**config.mk**
```make
export PLATFORM = sky130hd
export DESIGN_NAME = token_sequence_linear_classifier_core
export DESIGN_NICKNAME = d
export VERILOG_FILES = /design/src/hw/rtl/tslc_pkg.sv /design/src/hw/rtl/tslc_parse.sv /design/src/hw/rtl/tslc_mac.sv /design/src/hw/rtl/tslc_score.sv /design/src/hw/rtl/token_sequence_linear_classifier_core.sv
export SDC_FILE = /design/constraint.sdc
export NUM_CORES = 2
export LEC_CHECK = 0
export ABC_AREA = 1
export BUFFER_PORTS_ARGS = -buffer_cell sky130_fd_sc_hd__buf_2
export CAP_MARGIN = 25
export CORE_MARGIN = 2
export CORE_UTILIZATION = 45
export CTS_BUF_LIST = sky130_fd_sc_hd__clkbuf_2 sky130_fd_sc_hd__clkbuf_4 sky130_fd_sc_hd__clkbuf_8
export CTS_CLUSTER_SIZE = 14
export DETAILED_ROUTE_END_ITERATION = 8
export GPL_TIMING_DRIVEN = 0
export SLEW_MARGIN = 0
export SYNTH_ARGS = -nofsm -noshare
export SYNTH_HDL_FRONTEND = slang
export SYNTH_SLANG_ARGS = --single-unit
```
**constraint.sdc**
```tcl
create_clock -name clk_i -period 8.6 [get_ports clk_i]
set_input_delay 2.15 -clock clk_i [delete_from_list [all_inputs] [get_ports clk_i]]
set_output_delay 2.15 -clock clk_i [all_outputs]
set_load 0.005 [all_outputs]
```
**src/hw/rtl/tslc_pkg.sv**
```systemverilog
// Shared types and constants of the token sequence linear classifier.
`default_nettype none

package tslc_pkg;

  localparam int unsigned BYTE_W  = 8;
  localparam int unsigned BANK_W  = 64;
  localparam int unsigned NUM_BANKS = 4;
  localparam int unsigned WGT_W   = 16;
  localparam int unsigned VAL_W   = 32;
  localparam int unsigned PROD_W  = VAL_W + WGT_W;
  localparam int unsigned SUM_W   = 56;
  localparam int unsigned BIAS_W  = 32;
  localparam int unsigned CNT_W   = 32;
  localparam int unsigned CFG_IDX_W = 3;
  localparam int unsigned CFG_DATA_W = BANK_W;

  localparam logic [BYTE_W-1:0] CH_NUL   = 8'd0;
  localparam logic [BYTE_W-1:0] CH_TAB   = 8'd9;
  localparam logic [BYTE_W-1:0] CH_NL    = 8'd10;
  localparam logic [BYTE_W-1:0] CH_VT    = 8'd11;
  localparam logic [BYTE_W-1:0] CH_FF    = 8'd12;
  localparam logic [BYTE_W-1:0] CH_CR    = 8'd13;
  localparam logic [BYTE_W-1:0] CH_SPACE = 8'd32;
  localparam logic [BYTE_W-1:0] CH_PLUS  = 8'd43;
  localparam logic [BYTE_W-1:0] CH_COMMA = 8'd44;
  localparam logic [BYTE_W-1:0] CH_MINUS = 8'd45;
  localparam logic [BYTE_W-1:0] CH_ZERO  = 8'd48;
  localparam logic [BYTE_W-1:0] CH_NINE  = 8'd57;

  localparam logic [VAL_W-1:0] VALUE_CAP = 32'h8000_0000;
  localparam logic [VAL_W-1:0] VALUE_MAX = 32'h7FFF_FFFF;

  typedef enum logic [2:0] {
    FP_PRE    = 3'd0,
    FP_FIRST  = 3'd1,
    FP_GAP    = 3'd2,
    FP_SECOND = 3'd3,
    FP_DONE   = 3'd4
  } fpos_e;

  typedef enum logic [1:0] {
    TP_NONE  = 2'd0,
    TP_BLANK = 2'd1,
    TP_NUM   = 2'd2,
    TP_STOP  = 2'd3
  } tphase_e;

  typedef enum logic [CFG_IDX_W-1:0] {
    CFG_BANK_A = 3'd0,
    CFG_BANK_B = 3'd1,
    CFG_BANK_C = 3'd2,
    CFG_BANK_D = 3'd3,
    CFG_BIAS   = 3'd4,
    CFG_LABEL  = 3'd5
  } cfg_idx_e;

  typedef logic [NUM_BANKS-1:0][BANK_W-1:0] banks_t;

  typedef struct packed {
    logic valid;
    logic add;
    logic line_end;
  } evt_t;

  function automatic logic signed [WGT_W-1:0] weight_at(banks_t banks, logic [3:0] sel);
    logic [BANK_W-1:0] bank;
    bank = banks[sel[3:2]];
    return $signed(bank[WGT_W*sel[1:0] +: WGT_W]);
  endfunction

endpackage

`default_nettype wire

```
**src/hw/rtl/tslc_parse.sv**
```systemverilog
// Byte parser: field and token tracking, atoi conversion and weight selection.
`default_nettype none

module tslc_parse #(
  parameter int unsigned ELEMENTS_PER_LINE = 100,
  parameter int unsigned WEIGHT_COUNT = 16
) (
  input  wire logic                                clk_i,
  input  wire logic                                rst_ni,
  input  wire logic                                adv_i,
  input  wire logic                                in_valid_i,
  input  wire logic [tslc_pkg::BYTE_W-1:0]         text_byte_i,
  input  wire logic                                last_byte_i,
  input  wire tslc_pkg::banks_t                    banks_i,
  output tslc_pkg::evt_t                           evt_o,
  output logic signed [tslc_pkg::VAL_W-1:0]        value_o,
  output logic signed [tslc_pkg::WGT_W-1:0]        weight_o
);
  import tslc_pkg::*;

  localparam int unsigned EC_W = $clog2(ELEMENTS_PER_LINE + 1);
  localparam int unsigned WI_W = (WEIGHT_COUNT > 1) ? $clog2(WEIGHT_COUNT) : 1;

  fpos_e             fp_q, fp_d;
  tphase_e           tph_q, tph_d, cl_phase;
  logic              neg_q, neg_d, cl_neg;
  logic [VAL_W-1:0]  val_q, val_d, cl_val;
  logic [EC_W-1:0]   ec_q, ec_d;
  logic [WI_W-1:0]   wi_q, wi_d;

  logic              accept;
  logic              is_nl;
  logic              line_end;
  logic              is_digit;
  logic              is_blank;
  logic [3:0]        digit;
  logic [VAL_W+3:0]  grown;
  logic [VAL_W-1:0]  digit_val;
  logic              tok_en;
  logic              close_cur;
  logic              close_any;
  logic              add;
  logic [VAL_W-1:0]  value;

  evt_t                      evt_q;
  logic signed [VAL_W-1:0]   value_q;
  logic signed [WGT_W-1:0]   weight_q;

  assign accept   = in_valid_i && adv_i;
  assign is_nl    = (text_byte_i == CH_NL);
  assign line_end = is_nl || last_byte_i;
  assign is_digit = (text_byte_i >= CH_ZERO) && (text_byte_i <= CH_NINE);
  assign is_blank = (text_byte_i == CH_TAB) || (text_byte_i == CH_VT) ||
                    (text_byte_i == CH_FF) || (text_byte_i == CH_CR);
  assign digit    = 4'(text_byte_i - CH_ZERO);
  assign grown    = {4'b0, val_q} * 36'd10 + {32'b0, digit};
  assign digit_val = (grown > {4'b0, VALUE_CAP}) ? VALUE_CAP : grown[VAL_W-1:0];

  always_comb begin
    fp_d      = fp_q;
    tph_d     = tph_q;
    neg_d     = neg_q;
    val_d     = val_q;
    ec_d      = ec_q;
    wi_d      = wi_q;
    tok_en    = 1'b0;
    close_cur = 1'b0;
    cl_phase  = TP_NONE;
    cl_neg    = 1'b0;
    cl_val    = '0;
    add       = 1'b0;

    if (!is_nl) begin
      if (text_byte_i == CH_NUL) begin
        close_cur = (fp_q == FP_SECOND);
        fp_d      = FP_DONE;
      end else begin
        unique case (fp_q)
          FP_PRE: begin
            if (text_byte_i != CH_COMMA) fp_d = FP_FIRST;
          end
          FP_FIRST: begin
            if (text_byte_i == CH_COMMA) fp_d = FP_GAP;
          end
          FP_GAP: begin
            if (text_byte_i != CH_COMMA) begin
              fp_d   = FP_SECOND;
              tok_en = 1'b1;
            end
          end
          FP_SECOND: begin
            if (text_byte_i == CH_COMMA) begin
              close_cur = 1'b1;
              fp_d      = FP_DONE;
            end else begin
              tok_en = 1'b1;
            end
          end
          default: begin
          end
        endcase
      end
    end

    if (tok_en) begin
      if (text_byte_i == CH_SPACE) begin
        close_cur = 1'b1;
      end else if (tph_q == TP_NONE || tph_q == TP_BLANK) begin
        if (is_blank) begin
          tph_d = TP_BLANK;
        end else if (text_byte_i == CH_PLUS || text_byte_i == CH_MINUS) begin
          neg_d = (text_byte_i == CH_MINUS);
          tph_d = TP_NUM;
        end else if (is_digit) begin
          val_d = digit_val;
          tph_d = TP_NUM;
        end else begin
          tph_d = TP_STOP;
        end
      end else if (tph_q == TP_NUM) begin
        if (is_digit) begin
          val_d = digit_val;
        end else begin
          tph_d = TP_STOP;
        end
      end
    end

    if (close_cur) begin
      cl_phase = tph_q;
      cl_neg   = neg_q;
      cl_val   = val_q;
      tph_d    = TP_NONE;
      neg_d    = 1'b0;
      val_d    = '0;
    end else begin
      cl_phase = tph_d;
      cl_neg   = neg_d;
      cl_val   = val_d;
    end

    close_any = close_cur || (line_end && fp_d == FP_SECOND);
    add = close_any && (cl_phase != TP_NONE) && (ec_q < EC_W'(ELEMENTS_PER_LINE));
    if (add) begin
      ec_d = ec_q + EC_W'(1);
      wi_d = (wi_q == WI_W'(WEIGHT_COUNT - 1)) ? '0 : wi_q + WI_W'(1);
    end

    if (line_end) begin
      fp_d  = FP_PRE;
      tph_d = TP_NONE;
      neg_d = 1'b0;
      val_d = '0;
      ec_d  = '0;
      wi_d  = '0;
    end
  end

  assign value = cl_neg ? (VAL_W'(0) - cl_val) : (cl_val[VAL_W-1] ? VALUE_MAX : cl_val);

  always_ff @(posedge clk_i or negedge rst_ni) begin
    if (!rst_ni) begin
      fp_q  <= FP_PRE;
      tph_q <= TP_NONE;
      neg_q <= 1'b0;
      val_q <= '0;
      ec_q  <= '0;
      wi_q  <= '0;
      evt_q <= '0;
    end else if (adv_i) begin
      evt_q.valid    <= accept;
      evt_q.add      <= accept && add;
      evt_q.line_end <= accept && line_end;
      if (accept) begin
        fp_q  <= fp_d;
        tph_q <= tph_d;
        neg_q <= neg_d;
        val_q <= val_d;
        ec_q  <= ec_d;
        wi_q  <= wi_d;
      end
    end
  end

  always_ff @(posedge clk_i) begin
    if (adv_i) begin
      value_q  <= $signed(value);
      weight_q <= weight_at(banks_i, 4'(wi_q));
    end
  end

  assign evt_o    = evt_q;
  assign value_o  = value_q;
  assign weight_o = weight_q;

endmodule

`default_nettype wire

```
**src/hw/rtl/tslc_mac.sv**
```systemverilog
// Multiply stage and per-line accumulator of the weighted token sum.
`default_nettype none

module tslc_mac (
  input  wire logic                                clk_i,
  input  wire logic                                rst_ni,
  input  wire logic                                adv_i,
  input  wire tslc_pkg::evt_t                      evt_i,
  input  wire logic signed [tslc_pkg::VAL_W-1:0]   value_i,
  input  wire logic signed [tslc_pkg::WGT_W-1:0]   weight_i,
  output logic                                     res_valid_o,
  output logic signed [tslc_pkg::SUM_W-1:0]        fin_sum_o
);
  import tslc_pkg::*;

  evt_t                     m_evt_q;
  logic signed [PROD_W-1:0] prod_q;
  logic signed [SUM_W-1:0]  sum_q;
  logic signed [SUM_W-1:0]  sum_next;
  logic signed [SUM_W-1:0]  fin_q;
  logic                     res_valid_q;

  assign sum_next = m_evt_q.add ? (sum_q + SUM_W'(prod_q)) : sum_q;

  always_ff @(posedge clk_i or negedge rst_ni) begin
    if (!rst_ni) begin
      m_evt_q     <= '0;
      sum_q       <= '0;
      res_valid_q <= 1'b0;
    end else if (adv_i) begin
      m_evt_q     <= evt_i;
      res_valid_q <= m_evt_q.valid && m_evt_q.line_end;
      if (m_evt_q.valid) begin
        sum_q <= m_evt_q.line_end ? '0 : sum_next;
      end
    end
  end

  always_ff @(posedge clk_i) begin
    if (adv_i) begin
      prod_q <= value_i * weight_i;
      fin_q  <= sum_next;
    end
  end

  assign res_valid_o = res_valid_q;
  assign fin_sum_o   = fin_q;

endmodule

`default_nettype wire

```
**src/hw/rtl/tslc_score.sv**
```systemverilog
// Bias scaling, threshold decision, confusion counters and the output register.
`default_nettype none

module tslc_score #(
  parameter int unsigned ELEMENTS_PER_LINE = 100
) (
  input  wire logic                                clk_i,
  input  wire logic                                rst_ni,
  input  wire logic                                res_valid_i,
  input  wire logic signed [tslc_pkg::SUM_W-1:0]   fin_sum_i,
  input  wire logic signed [tslc_pkg::BIAS_W-1:0]  bias_i,
  input  wire logic                                label_i,
  input  wire logic                                out_stall_i,
  output logic                                     adv_o,
  output logic                                     out_valid_o,
  output logic                                     pred_o,
  output logic [tslc_pkg::CNT_W-1:0]               tp_o,
  output logic [tslc_pkg::CNT_W-1:0]               fp_o,
  output logic [tslc_pkg::CNT_W-1:0]               tn_o,
  output logic [tslc_pkg::CNT_W-1:0]               fn_o
);
  import tslc_pkg::*;

  localparam int unsigned EPL_W = $clog2(ELEMENTS_PER_LINE + 1);
  localparam int unsigned BS_W  = BIAS_W + EPL_W + 1;

  logic signed [EPL_W:0]    epl_s;
  logic signed [BS_W-1:0]   bs_d, bs_q;
  logic signed [SUM_W:0]    score;
  logic                     pred;
  logic                     load;
  logic                     out_valid_q;
  logic                     pred_q;
  logic [CNT_W-1:0]         tp_q, fp_q, tn_q, fn_q;

  assign epl_s = (EPL_W + 1)'(ELEMENTS_PER_LINE);
  assign bs_d  = bias_i * epl_s;
  assign score = (SUM_W + 1)'(fin_sum_i) + (SUM_W + 1)'(bs_q);
  assign pred  = !score[SUM_W] && (score != '0);

  assign adv_o = !(res_valid_i && out_valid_q && out_stall_i);
  assign load  = res_valid_i && adv_o;

  always_ff @(posedge clk_i) begin
    bs_q <= bs_d;
    if (load) pred_q <= pred;
  end

  always_ff @(posedge clk_i or negedge rst_ni) begin
    if (!rst_ni) begin
      out_valid_q <= 1'b0;
      tp_q <= '0;
      fp_q <= '0;
      tn_q <= '0;
      fn_q <= '0;
    end else begin
      if (load) begin
        out_valid_q <= 1'b1;
        unique case ({pred, label_i})
          2'b11: tp_q <= (tp_q == '1) ? tp_q : tp_q + CNT_W'(1);
          2'b10: fp_q <= (fp_q == '1) ? fp_q : fp_q + CNT_W'(1);
          2'b00: tn_q <= (tn_q == '1) ? tn_q : tn_q + CNT_W'(1);
          default: fn_q <= (fn_q == '1) ? fn_q : fn_q + CNT_W'(1);
        endcase
      end else if (!out_stall_i) begin
        out_valid_q <= 1'b0;
      end
    end
  end

  assign out_valid_o = out_valid_q;
  assign pred_o      = pred_q;
  assign tp_o        = tp_q;
  assign fp_o        = fp_q;
  assign tn_o        = tn_q;
  assign fn_o        = fn_q;

endmodule

`default_nettype wire

```
**src/hw/rtl/token_sequence_linear_classifier_core.sv**
```systemverilog
// Top level of the token sequence linear classifier with its configuration registers.
//
// The block takes one text byte per cycle and scores each finished line with a linear
// classifier: tokens of the second comma field are converted as decimal integers,
// multiplied by a cyclic set of Q3.12 weights and summed, and the line is flagged as
// anomalous when the sum plus ELEMENTS_PER_LINE times the Q19.12 bias is positive.
// A line ends at a newline byte or at a byte marked as last. Each finished line yields
// one item carrying the prediction and the four saturating confusion counts; other
// bytes yield nothing. The sustained rate is one byte per cycle while in_stall_o is
// low; a result passes the parser, multiply, line-result and output registers.
// in_stall_o is raised only while a line result waits in the output register under
// out_stall_i and the next line result has reached the scoring stage. The user
// writes registers through cfg_we_i, cfg_idx_i and cfg_data_i while no item is
// in flight, which the block does not enforce; a bias write passes bias_q and bs_q.
`default_nettype none

module token_sequence_linear_classifier_core #(
  parameter int unsigned ELEMENTS_PER_LINE = 100,
  parameter int unsigned WEIGHT_COUNT = 16
) (
  input  wire logic                                 clk_i,
  input  wire logic                                 rst_ni,
  input  wire logic                                 cfg_we_i,
  input  wire logic [tslc_pkg::CFG_IDX_W-1:0]       cfg_idx_i,
  input  wire logic [tslc_pkg::CFG_DATA_W-1:0]      cfg_data_i,
  input  wire logic                                 in_valid_i,
  output logic                                      in_stall_o,
  input  wire logic [tslc_pkg::BYTE_W-1:0]          text_byte_i,
  input  wire logic                                 last_byte_i,
  output logic                                      out_valid_o,
  input  wire logic                                 out_stall_i,
  output logic                                      predicted_anomaly_o,
  output logic [tslc_pkg::CNT_W-1:0]                true_pos_o,
  output logic [tslc_pkg::CNT_W-1:0]                false_pos_o,
  output logic [tslc_pkg::CNT_W-1:0]                true_neg_o,
  output logic [tslc_pkg::CNT_W-1:0]                false_neg_o
);
  import tslc_pkg::*;

  banks_t                    banks_q;
  logic signed [BIAS_W-1:0]  bias_q;
  logic                      label_q;

  logic                      adv;
  evt_t                      evt;
  logic signed [VAL_W-1:0]   value;
  logic signed [WGT_W-1:0]   weight;
  logic                      res_valid;
  logic signed [SUM_W-1:0]   fin_sum;

  always_ff @(posedge clk_i or negedge rst_ni) begin
    if (!rst_ni) begin
      banks_q <= '0;
      bias_q  <= '0;
      label_q <= 1'b0;
    end else if (cfg_we_i) begin
      unique case (cfg_idx_i)
        CFG_BANK_A: banks_q[0] <= cfg_data_i;
        CFG_BANK_B: banks_q[1] <= cfg_data_i;
        CFG_BANK_C: banks_q[2] <= cfg_data_i;
        CFG_BANK_D: banks_q[3] <= cfg_data_i;
        CFG_BIAS:   bias_q     <= $signed(cfg_data_i[BIAS_W-1:0]);
        CFG_LABEL:  label_q    <= cfg_data_i[0];
        default: begin
        end
      endcase
    end
  end

  tslc_parse #(
    .ELEMENTS_PER_LINE(ELEMENTS_PER_LINE),
    .WEIGHT_COUNT(WEIGHT_COUNT)
  ) u_parse (
    .clk_i,
    .rst_ni,
    .adv_i      (adv),
    .in_valid_i,
    .text_byte_i,
    .last_byte_i,
    .banks_i    (banks_q),
    .evt_o      (evt),
    .value_o    (value),
    .weight_o   (weight)
  );

  tslc_mac u_mac (
    .clk_i,
    .rst_ni,
    .adv_i       (adv),
    .evt_i       (evt),
    .value_i     (value),
    .weight_i    (weight),
    .res_valid_o (res_valid),
    .fin_sum_o   (fin_sum)
  );

  tslc_score #(
    .ELEMENTS_PER_LINE(ELEMENTS_PER_LINE)
  ) u_score (
    .clk_i,
    .rst_ni,
    .res_valid_i (res_valid),
    .fin_sum_i   (fin_sum),
    .bias_i      (bias_q),
    .label_i     (label_q),
    .out_stall_i,
    .adv_o       (adv),
    .out_valid_o,
    .pred_o      (predicted_anomaly_o),
    .tp_o        (true_pos_o),
    .fp_o        (false_pos_o),
    .tn_o        (true_neg_o),
    .fn_o        (false_neg_o)
  );

  assign in_stall_o = !adv;

endmodule

`default_nettype wire

```
==> run summary <==
status: finished clean
Hold Path Sink: banks_q[76]$_DFFE_PN0P_
filler cell count: 14.36k
vias in the first global route: 56.66k
critical path's top delay family: adder cells
Post-synth EDFFs: 153
hpwl dp: 167.8 mm
Hold Path Stages: 2
Post-DP Area: 68390 sq um
routed wire length per instance: 19.57 um
die width: 383.4 um
CTS tree: done
GP Congestion: 0.9763
mux contribution to synthesized area: 0%
worst hold start: banks_q[76]$_DFFE_PN0P_
#FFs+latches synth: 721
H-tree Lvls: 4
worst path bufs/invs: 6
simple-gate portion of the synthesized area: 21.62%
core footprint: 143300 sq um
Fmax achieved: 121.3 MHz
RR Endpoint: u_mac.prod_q[46]$_DFFE_PN_
startpoint types: flip-flop
Max Buffers Root-to-Sink: 3
most used cell, CP: fa_1
Final Max Slew Viols: 0
GRT Overall Usage: 28.62%
layout cells sized above 1: 7.520%
nets: 9725
antenna-violating nets left: 0
pwr dens: 199.4 nW/um^2
Slew @ Worst Pin: 1.102 ns
Async SR Flop Fraction: 73.51%
Crit path largest cell delay: 0.75 ns
Clk Latency, worst-skew pair: 0.89 ns
TritonRoute pass-1 iters: 8
top cells by area, synth: dfrtp_1 20%, fa_1 16%, nand2_1 12%, inv_1 8.4%, ha_1 7.5%
compound-cell area share of the yosys netlist: 11.50%
Mapped Avg Cell Area: 7.724 sq um
area fraction of the dominant cell type after synthesis: 20.48%
final worst setup slack: 0.3538 ns
WP data required: 9.19 ns
CP Data Arrival Time: 8.84 ns
clock root cell: clkbuf_8
Util after Layout: 49.63%
Layout area overhead: 9.826%
Netlist cell types: 62
post-CTS setup buffers: 0
Clock Skew: 0.07423 ns
die height: 383.4 um
TNS Setup: 0 ns
port bufs: 211
setup slack, reg-to-reg: 0.35 ns
pre-CTS WS: 0.4418 ns
hold buffer count at CTS: 0
Hold Fails Final Rpt: 0
initial DRC count: 4707
Sink Count: 721
MaxCap Viol Count: 0
Final setup viols: 0
Vias per Instance: 5.323
clock transition at the registers of the reported paths: 0.06 ns
synth warn: 0
worst hold path type: reg -> reg
R2R Path Start: u_parse.weight_o[8]$_DFFE_PN_
Final Cycle Share: 95.89%
Via Count: 57.20k
hold_ws: 0.4811 ns
Slowest cell on crit path: clkbuf_1
top-count cell post-synth: nand2_1
first-pass GRT wire length: 326.4 mm
Post-Synthesis Cells: 8385
reg2reg path depth: 27
largest family of logic cells by synthesized area: adder cells
Lkg Pwr: 36.02 nW
final WL: 210.3 mm
initial core utilization: 45.19%
sequential-to-total area share from yosys stat: 28.75%
worst IR drop on VDD: 0.1458 mV
# IOs: 212
prevailing post-synth register cell: dfrtp_1
antenna violations before repair: 10
Finished Cell Area: 71130 sq um
largest net degree at the start of global routing: 122
Synth Area in XOR/XNOR: 4.125%
endpoint class of the critical path: flip-flop
Period minus WS final: 8.246 ns
RSZ-0062 raised after global routing: no
commonest cells in the netlist: 2151 x nand2_1, 1456 x inv_1, 639 x o21ai_0
syn nets: 9375
Slew HR: 26.51%
Design Power: 14.18 mW
Num CTS Buffers: 130
WS Path Type: reg -> reg
placed cell count: 10.51k
Core Rows: 139
Synth Area in Adders: 23.59%
detailed-route DRC error count: 0
largest area contributor in the synthesized netlist: dfrtp_1
final cell count without fillers: 10.74k
synthesized area: 64760 sq um
crit path max fanout: 10
global route overflow: 0
Die ar.: 147000 sq um
how the worst max path moves through the flow:
stage,startpoint,end,slack [ns],depth (start not counted)
floorplan,out_stall_i,u_parse.wi_q[2]$_DFFE_PN0P_,1.44,10
global placement,rst_ni,u_parse.val_q[23]$_DFFE_PN0P_,-6.25,1
detailed placement,u_parse.weight_o[8]$_DFFE_PN_,u_mac.prod_q[46]$_DFFE_PN_,0.44,27
CTS,u_parse.weight_o[8]$_DFFE_PN_,u_mac.prod_q[46]$_DFFE_PN_,0.43,27
global route,u_parse.weight_o[8]$_DFFE_PN_,u_mac.prod_q[46]$_DFFE_PN_,0.02,27
finish,u_parse.weight_o[8]$_DFFE_PN_,u_mac.prod_q[46]$_DFFE_PN_,0.35,27
worst register-to-register path, delay by kind of cell, from the launching register on:
family,cells,cell delay [ns]
AND/OR/NAND/NOR,2,0.23
XOR/XNOR,1,0.09
buffers and inverters,6,1.04
AO/OA/AOI/OAI,11,2.53
adder cells (fa/ha/maj),7,3.48
flip-flops,1,0.64
cells in the final DEF (no fill, tap or decap), types with 148 or more instances in the layout:
cell / n
nand2_1: 2151
inv_1: 1455
o21ai_0: 639
nor2_1: 543
dfrtp_1: 530
fa_1: 520
ha_1: 389
a21oi_1: 318
nand3_1: 284
clkbuf_1: 251
buf_2: 221
xor2_1: 215
edfxtp_1: 153
clkbuf_8: 148
where the power goes:
part           switching [mW]  internal (mW)  total [mW]  leakage, nW
clock                    1.58           1.85        3.43         1.43
combinational            3.97           2.17        6.14         25.5
sequential              0.471           4.14        4.61         9.10
total                    6.02           8.16        14.2         36.0
per-layer routing:
layer / vias to the layer above / global-route usage (%) / part of all wire [%]
li1: 27250 / - / -
met1: 27520 / 38.10 / 43
met2: 2016 / 46.43 / 46
met3: 408 / 5.168 / 7.1
met4: 2 / 10.98 / 4.0
met5: - / 0 / 0.0033
logic make-up after synthesis:
| family | count (synthesis) |
|---|---|
| adder cells (fa/ha/maj) | 909 |
| XOR/XNOR | 305 |
| AO/OA/AOI/OAI | 1318 |
| flip-flops | 721 |
| AND/OR/NAND/NOR | 3361 |
| buffers and inverters | 1771 |
repair_timing:
action                     4_1_cts  5_1_grt
setup endpoints to repair        0        1
hold endpoints to repair         0        0
resized for setup                0        3
sequential cells by signal, summed over array words and instances, names as in the netlist, 38 cells and up:
signal and cells:
banks_q 256, u_mac.fin_sum_o 56, u_mac.sum_q 56, u_mac.prod_q 48, u_score.bs_q 38
layout make-up:
cell class,instances,area [sq um],share of cell area (%)
antenna,11,27.53,0.03870
buffer,284,1165,1.638
clock buffer,185,2315,3.254
clock inverter,42,391.6,0.5506
inverter,1487,5587,7.854
multi-input combinational,5893,39400,55.40
sequential,721,18620,26.18
tap,1903,2381,3.348
timing repair buffer,218,1242,1.747
Note: power is estimated with default switching activity, not from simulation.
